## config.mk

```make
export PLATFORM = sky130hd
export DESIGN_NAME = hps_queue
export DESIGN_NICKNAME = d
export VERILOG_FILES = /design/src/hw/rtl/hps_pkg.sv /design/src/hw/rtl/hps_queue.sv
export SDC_FILE = /design/constraint.sdc
export NUM_CORES = 1
export LEC_CHECK = 0
export BUFFER_PORTS_ARGS = -buffer_cell sky130_fd_sc_hd__buf_4
export CORE_ASPECT_RATIO = 0.7
export CORE_MARGIN = 2
export CORE_UTILIZATION = 45
export DETAILED_ROUTE_END_ITERATION = 16
export PLACE_DENSITY_LB_ADDON = 0.1
export SETUP_SLACK_MARGIN = 0.5
export SLEW_MARGIN = 0
export SYNTH_ARGS = -nofsm -noshare
export SYNTH_HDL_FRONTEND = slang
export SYNTH_SLANG_ARGS = --single-unit
```

## constraint.sdc

```tcl
create_clock -name clk_i -period 4.22 [get_ports clk_i]
set_input_delay 0.211 -clock clk_i [delete_from_list [all_inputs] [get_ports clk_i]]
set_output_delay 0.211 -clock clk_i [all_outputs]
set_load 0.1 [all_outputs]
```

## src/hw/rtl/hps_pkg.sv

```systemverilog
// shared types, constants and helper tables for the heaviside projection sum unit
// no dependencies
`timescale 1ns / 1ps

package hps_pkg;

  // fixed point widths and constants
  localparam int unsigned DensW      = 17;
  localparam int unsigned SumW       = 34;
  localparam logic [16:0] OneQ16     = 17'd65536;
  localparam int unsigned MaxCellsDef = 65536;
  localparam int unsigned QueueDepth = 2;
  localparam int unsigned LastTerm   = 13;

  // e^(-1) in Q0.32 as the truncated series produces it
  localparam logic [32:0] ExpOneQ32 = 33'd1580030169;

  // configuration register indexes
  typedef enum logic {
    CfgThreshold = 1'b0,
    CfgSharpness = 1'b1
  } cfg_idx_e;

  // one classified cell travelling from front to back
  typedef struct packed {
    logic        low_side; // density at or below the threshold
    logic [16:0] dens;     // saturated density
    logic [15:0] eta;      // threshold, never zero
    logic [15:0] sharp;    // sharpness in Q8.8
    logic [15:0] num;      // ratio numerator
    logic [15:0] den;      // ratio denominator
    logic        last;
  } cell_req_t;

  typedef enum logic [2:0] {
    ExIdle,
    ExMul,
    ExRecip,
    ExFix,
    ExPowMul,
    ExPowAdd,
    ExRound,
    ExDone
  } exp_state_e;

  typedef enum logic [2:0] {
    BkIdle,
    BkDiv,
    BkWaitEb,
    BkArg,
    BkWaitE,
    BkMul1,
    BkMul2,
    BkAcc
  } back_state_e;

  // ceil(2^32 / k) for the series divisors
  function automatic logic [32:0] recip_q32(input logic [3:0] k);
    logic [32:0] r;
    case (k)
      4'd1:    r = 33'd4294967296;
      4'd2:    r = 33'd2147483648;
      4'd3:    r = 33'd1431655766;
      4'd4:    r = 33'd1073741824;
      4'd5:    r = 33'd858993460;
      4'd6:    r = 33'd715827883;
      4'd7:    r = 33'd613566757;
      4'd8:    r = 33'd536870912;
      4'd9:    r = 33'd477218589;
      4'd10:   r = 33'd429496730;
      4'd11:   r = 33'd390451573;
      4'd12:   r = 33'd357913942;
      4'd13:   r = 33'd330382100;
      default: r = 33'd4294967296;
    endcase
    return r;
  endfunction

endpackage

```

## src/hw/rtl/hps_queue.sv

```systemverilog
// short request queue between front and back
// depends on hps_pkg
`timescale 1ns / 1ps

module hps_queue (
  input  logic               clk_i,
  input  logic               rst_ni,
  input  logic               push_i,
  input  hps_pkg::cell_req_t req_i,
  output logic               full_o,
  input  logic               pop_i,
  output logic               valid_o,
  output hps_pkg::cell_req_t req_o
);
  import hps_pkg::*;

  localparam int unsigned PtrW = (QueueDepth > 1) ? $clog2(QueueDepth) : 1;
  localparam int unsigned CntW = $clog2(QueueDepth + 1);

  cell_req_t       entry_q [QueueDepth];
  logic [PtrW-1:0] wr_ptr_q, rd_ptr_q;
  logic [CntW-1:0] count_q;

  assign full_o  = count_q == CntW'(QueueDepth);
  assign valid_o = count_q != '0;
  assign req_o   = entry_q[rd_ptr_q];

  // storage
  always_ff @(posedge clk_i) begin
    if (push_i) begin
      entry_q[wr_ptr_q] <= req_i;
    end
  end

  // pointers and fill count
  always_ff @(posedge clk_i or negedge rst_ni) begin
    if (!rst_ni) begin
      wr_ptr_q <= '0;
      rd_ptr_q <= '0;
      count_q  <= '0;
    end else begin
      if (push_i) begin
        wr_ptr_q <= (wr_ptr_q == PtrW'(QueueDepth - 1)) ? '0 : wr_ptr_q + 1'b1;
      end
      if (pop_i) begin
        rd_ptr_q <= (rd_ptr_q == PtrW'(QueueDepth - 1)) ? '0 : rd_ptr_q + 1'b1;
      end
      if (push_i && !pop_i) begin
        count_q <= count_q + 1'b1;
      end else if (pop_i && !push_i) begin
        count_q <= count_q - 1'b1;
      end
    end
  end

  a_count_bound: assert property (@(posedge clk_i) disable iff (!rst_ni)
    count_q <= CntW'(QueueDepth)) else $error("queue count overflow");
  a_no_push_full: assert property (@(posedge clk_i) disable iff (!rst_ni)
    push_i |-> !full_o) else $error("push into full queue");
  a_no_pop_empty: assert property (@(posedge clk_i) disable iff (!rst_ni)
    pop_i |-> valid_o) else $error("pop from empty queue");

endmodule

```

; ---- Word-level counts from Yosys, hierarchy flattened
; Memories as Yosys holds them, arrays and structs flattened.
; Index checks and enable logic that the tools add are counted.
[classes]
add_sub_neg = 4
n_eq_ne = 1
n_mux = 6
reduce_logical = 6
[ops]
columns = op, n
row1 = 1-bit two-way mux, 4
row2 = 2-bit two-way mux, 2
row3 = 2-bit nonzero test, 2
row4 = 1-bit adder (second input constant), 2
row5 = 2-bit by 1-bit adder with 2-bit output (second input constant), 1
row6 = 2-bit == test (second input constant), 1
row7 = 1-bit logical AND, 2
row8 = 1-bit logical NOT, 2
row9 = 2-bit by 1-bit subtractor with 2-bit output (second input constant), 1
[word_totals]
register_bits = 4
mem_bits_rw = 166
input_bits = 87
out_inout_bits = 85
elab_cells = 21
n_memories = 1
[mem_list]
columns = name, words, width, rd, rd_ports_with_merged_regs, wr, line
row1 = entry_q, 2, 83, 1, 0, 1, hps_queue.sv:20  ; cell_req_t entry_q [QueueDepth];

; ---- Longest topological paths before layout
; Gate-level depths: netlist of the first run.
[depth]
ltp_word = 4
ltp_mapped = 5
mapped_depth_nobuf = 5

; ---- Least setup slack after synthesis of the first run
; OpenSTA, ideal clock, no wires.
[synth_timing]
path_kind = register to register
from = register wr_ptr_q
to = memory entry_q[0][0] (netlist name) (enable)
setup_time_ps = 535
t_arrival_ps = 4082
required_time_ps = 3685
slack_ps = -397
stages_incl_launch_ff = 2
path_buffers = 0
synth_period_minus_slack_ps = 4617
path_cell_list = dfrtp_1 nor2b_1
[synth_lines]
columns = item, line
row1 = start: declaration, hps_queue.sv:21  ; logic [PtrW-1:0] wr_ptr_q, rd_ptr_q;
row2 = start signal: assignment, hps_queue.sv:43  ; wr_ptr_q <= (wr_ptr_q == PtrW'(QueueDepth - 1)) ? '0 : wr_ptr_q + 1'b1;
row3 = end: declaration, hps_queue.sv:20
; No word-level cell before the write port.

==> results of run 1 <==
==> cell type report <==
| cell class | count | area, sq um | area share |
|---|---|---|---|
| clock buffers | 19 | 433 | 0.0464 |
| clock inverters | 13 | 133 | 0.0142 |
| inverters | 1 | 3.75 | 0.000402 |
| multi-input cells | 94 | 1250 | 0.134 |
| flip-flops and latches | 170 | 5090 | 0.545 |
| well taps | 190 | 238 | 0.0255 |
| repair buffers | 259 | 2180 | 0.234 |
==> registers in the layout, summed over array words and instances, names as in the netlist <==
name	flops
entry_q	166
count_q	2
rd_ptr_q	1
wr_ptr_q	1
==> synth_stat cells <==
cell / n
mux2_2: 23
and2_1: 1
edfxtp_1: 166
nor2b_1: 2
or2_2: 1
xor2_1: 4
dfrtp_1: 4
buf_2: 2
inv_1: 1
mux2_4: 60
buf_6: 7
nor2_1: 1
xnor2_1: 1
ha_1: 1
==> per-layer routing <==
metal / track usage / up-vias / wire [um]
met5: 0 / - / 0
met4: 0.0562 / 0 / 104
met3: 0.0500 / 8 / 860
met2: 0.265 / 125 / 5800
met1: 0.209 / 1670 / 5400
li1: - / 1627 / -
==> stage by stage <==
step           hold slack [ns]  instance area [sq um]  setup slack, ns  utilization  instances
6_report                 0.138                   9340             1.62        0.671        746
5_1_grt                  0.124                   9340             1.54        0.671        746
3_3_place_gp           0.00961                   7910             2.07        0.568        628
3_5_place_dp            0.0103                   7910             2.06        0.568        628
4_1_cts                  0.120                   9340             1.60        0.671        746
2_1_floorplan          -0.0846                   6420             1.22            -        274
==> kinds of logic after synthesis <==
family | count (synthesis) | share of synthesized area
and+or+nand+nor | 5 | 0.00448
DFF | 170 | 0.792
adders and majority gates | 1 | 0.00195
xor gates and xnor gates | 5 | 0.00682
muxes | 83 | 0.181
buffers and inverters | 10 | 0.0144
==> worst paths after layout <==
kind,end,cells after the start,start
setup / recovery,req_o[76],3,rd_ptr_q
hold / removal,count_q[1],2,rst_ni
setup reg to reg,entry_q[0][69],2,wr_ptr_q
hold reg to reg,count_q[1],1,count_q[1]
max in group asynchronous,rd_ptr_q,2,rst_ni
min in group clk_i,count_q[1],1,count_q[1]
==> out/metrics.cfg, run 1 <==
[clock_tree]
clock_latency_ns=0.41
root_buffer=clkbuf_16
cts_tree=done
cts_resized=0
cts.sinks=170
htreeDepth=4
clk_pin_slew_ns=0.07
holdBufCountCts=86
clk_path_buf_depth=2
numCtsBuffers=17
post-cts-setup-buffers=0

[grt]
gr-total-overflow=0
grt_pass1_vias=3657
grt_usage=0.163
grt_max_degree=84
grt_pass1_wl_um=18900
antenna_found_initial=0

[cells_and_area]
final_cell_mix=buf_4 (171), edfxtp_1 (166), dlygate4sd3_1 (86)
antenna_cells=0
final_nets=631
layout_commonest_cell=buf_4
drive_gt1_frac=0.522
area_delta_synth_final_pct=45.4
fillCellCount=954

[timing]
hold_viol=0
layout_min_cycle_time_ns=2.60
slew_viol_final=0
rsz0062_at_grt=no
finalCritPeriodShare=0.617
clock.fmax_mhz=384
finalSetupTns_ns=0
timing.clock.skew_ns=0.0123
setup-violations-final=0
relSlewSlack=0.239
worst_pin_slew_ns=1.14

[critical_path]
startpoint_type=flip-flop
cp_top_family=flip-flops
required_ns=4.01
slowest_delay_ns=0.89
path_buf_inv=2
slowest_stage=dfrtp_4
cp_data_arrival_time_ns=2.39
ff2ff_setup_slack_ns=2.21
crit_type=flip-flop to primary output
crit_path_end_kind=primary output
path_cells=buf_12 -> mux2_2 -> buf_4
path_max_fanout=48

[route]
vias=3430
routed_wl_um=12200
dr.pass1.iters=4
drtAntennaViolNets=0
drtIter0Drc=199
drc_errors=0
viasPerCell=4.60
avgRoutedWirePerCell_um=16.3

[yosys]
synth_cells=274
synth.yosys.warnings=0
synth_area_leaders=edfxtp_1 (78%), mux2_4 (14%), mux2_2 (4.0%), dfrtp_1 (1.6%), buf_6 (1.2%)
yosysSeqAreaShare=0.792
synth_nets=362
synth_cell_type_count=14
synth_seq_cells=170
synth.avg_cell_area_sq_um=23.4
synth.top_cell.area_share=0.776
netlist_area_sq_um=6420
netlist.top_cell.by_area=edfxtp_1

[floorplanning]
std_cell_rows=36
core_area_sq_um=13900
dieArea_sq_um=15300
chipWidth_um=147
die_h_um=104
io_pins=172
start_util=0.461

[place]
hpwl_um=7280
portBuffers=171
globalplace.congestion=0.771

[status]
status=finished clean

[worst_hold_path]
hp-class=primary input to async pin

[flow_run]
drv_cap=0

Power of run 1 is left out: the tool's default activity adds up to more than one toggle a clock period on the data nets, which glitch-free logic cannot reach.
==> run 2, diff against run 1 <==
--- a/config.mk
+++ b/config.mk
@@ -5,6 +5,7 @@
 export SDC_FILE = /design/constraint.sdc
 export NUM_CORES = 1
 export LEC_CHECK = 0
+export ABC_AREA = 1
 export BUFFER_PORTS_ARGS = -buffer_cell sky130_fd_sc_hd__buf_4
 export CORE_ASPECT_RATIO = 0.7
 export CORE_MARGIN = 2
==> constraint.sdc (replaced) <==
create_clock -name clk_i -period 2.6 [get_ports clk_i]
set_input_delay 0.13 -clock clk_i [delete_from_list [all_inputs] [get_ports clk_i]]
set_output_delay 0.13 -clock clk_i [all_outputs]
set_load 0.1 [all_outputs]
==> out/metrics.cfg, run 2 <==
[yosys]
synth.most_common_cell=edfxtp_1
synth_edf_count=166  ; unchanged
synth_nets=371  ; +2.5%
synthArstFlopShare=0.0235  ; unchanged
yosysSeqAreaShare=0.790  ; -0.00215
synth.yosys.warnings=0  ; unchanged
synth_cell_type_count=14  ; unchanged
netlist_area_sq_um=6440  ; +0.27%
synth_cells=283  ; +3.3%
synth.top_cell.area_share=0.774  ; -0.00211
synth_ff_type=edfxtp_1
synth_area_leaders=edfxtp_1 (77%), mux2_4 (14%), mux2_2 (4.0%), dfrtp_1 (1.6%), buf_6 (1.2%)
synth.avg_cell_area_sq_um=22.8  ; -2.9%
synth_seq_cells=170  ; unchanged
netlist.top_cell.by_area=edfxtp_1
synth_commonest_cells=edfxtp_1 (166), mux2_4 (60), mux2_2 (23)

[clock_tree]
numCtsBuffers=17  ; unchanged
clock_latency_ns=0.41  ; about the same
clk_pin_slew_ns=0.06  ; about the same
cts.sinks=170  ; unchanged
clk_path_buf_depth=2  ; unchanged
cts_tree=done
cts_resized=0  ; unchanged
htreeDepth=4  ; unchanged
root_buffer=clkbuf_16

[cells_and_area]
largest_reg_flops=166  ; unchanged
final_area_sq_um=9450  ; +1.2%
reg_top3=entry_q (166), count_q (2)
final_cell_mix=buf_4 (177), edfxtp_1 (166), dlygate4sd3_1 (86)
final_nets=647  ; +2.5%
drive_gt1_frac=0.516  ; -0.00585
antenna_cells=0  ; unchanged
utilization=0.677  ; +0.00599
top_register=entry_q
area_delta_synth_final_pct=46.7
layout_commonest_cell=buf_4

[place]
dpl_cell_area_sq_um=7960  ; +0.65%
globalplace.congestion=0.749  ; -2.8%
post-place-ws_ns=0.719  ; -1.34 ns
hpwl_um=7270  ; about the same
portBuffers=171  ; unchanged

[timing]
rsz0062_at_grt=no
fin_ws_ns=0.679  ; -0.937 ns
worst_pin_slew_ns=0.607  ; -0.534 ns
timing.clock.skew_ns=0.00340  ; -0.00885 ns
relSlewSlack=0.595  ; +0.356
layout_min_cycle_time_ns=1.92
finalCritPeriodShare=0.739
finalSetupTns_ns=0  ; unchanged
slew_viol_final=0  ; unchanged
setup-violations-final=0  ; unchanged
clock.fmax_mhz=521
hold_viol=0  ; unchanged

[critical_path]
slowest_stage=dfrtp_4
cp_data_arrival_time_ns=1.79  ; -0.60 ns
path_cells=buf_12 -> mux2_2 -> buf_4
required_ns=2.47  ; -1.54 ns
startpoint_type=flip-flop
r2r_cells=2  ; unchanged
crit_type=flip-flop to primary output
crit_path_end_kind=primary output
path_max_fanout=29  ; -40%
slowest_delay_ns=0.51  ; -0.38 ns

[route]
drtAntennaViolNets=0  ; unchanged
viasPerCell=4.53  ; -1.5%
drc_errors=0  ; unchanged
avgRoutedWirePerCell_um=15.6  ; -4.5%
drtIter0Drc=230  ; +16%
dr.pass1.iters=4  ; unchanged
vias=3450  ; +0.58%
routed_wl_um=11900  ; -2.5%

[floorplanning]
start_util=0.461  ; about the same
chipWidth_um=147  ; +0.13%
std_cell_rows=36  ; unchanged
dieArea_sq_um=15300  ; +0.27%
die_h_um=104  ; +0.13%
core_area_sq_um=14000  ; +0.32%
io_pins=172  ; unchanged

[worst_hold_path]
hp-class=primary input to async pin

[flow_run]
drv_cap=0  ; unchanged

[grt]
antenna_found_initial=0  ; unchanged
grt_max_degree=45  ; -46%
grt_pass1_wl_um=18400  ; -2.7%
grt_pass1_vias=3718  ; +1.7%
gr-total-overflow=0  ; unchanged
grt_usage=0.159  ; -0.00380

[status]
status=finished clean

run 2: changes by cell type in the layout (fill, tap and decap cells not counted), moves of 3 or more:
cell	change
clkinv_2	+3
nand2_1	+5
clkinv_4	-3
inv_1	+5
inv_6	-5
buf_4	+6
run 2: worst paths after layout:
check | from | endpoint | slack (ns)
max | rd_ptr_q | req_o[62] | 0.68
min | rst_ni | count_q[0] | 0.05
max reg2reg | wr_ptr_q | entry_q[0][49] | 1.14
min reg2reg | count_q[0] | count_q[0] | 0.52
max in group asynchronous | rst_ni | rd_ptr_q | 2.43
min in group clk_i | req_i[61] | entry_q[0][61] | 0.44
run 2: cell type report:
class,count,area [sq um]
multi-input combinational,97,1250
fill,935,4510
sequential,170,5090
tap,190,238
inverter,7,30.0
clock inverter,13,153
timing repair buffer,266,2260
clock buffer,19,433
run 2: kinds of logic (layout without fill, tap and decap cells):
kind of cell,Yosys count,count (layout),share of synthesized area
adders and majority gates,1,1,0.00194
xor gates and xnor gates,3,3,0.00408
and+or+nand+nor,10,10,0.00641
muxes,83,83,0.180
DFF,170,170,0.790
buffers and inverters,16,305,0.0179
run 2: routing by layer:
metal | wire length [um] | part of all wire | track usage
met5 | 0 | 0 | 0
met4 | 102 | 0.0086 | 0.0639
met3 | 871 | 0.073 | 0.0544
met2 | 5680 | 0.48 | 0.261
met1 | 5210 | 0.44 | 0.195
run 2: worst max-delay path, delay by kind of cell (launching register included):
family,cells,cell delay (ns)
buf+inv,2,0.49
flops,1,0.51
mux,1,0.36
run 2: stage by stage:
stage,hold slack (ns),std cells
final,0.0526,762
after floorplan,-0.166,283
after global routing,0.0357,762
after global placement,-0.0720,641
after detailed placement,-0.0682,641
after CTS,0.0243,762
run 2: what timing repair did:
action,in CTS,in global routing
hold buffers,86,0
hold endpoints to repair,172,0
setup endpoints to repair,52,0
setup buffers,3,0
Power of run 2 is left out for the same reason.
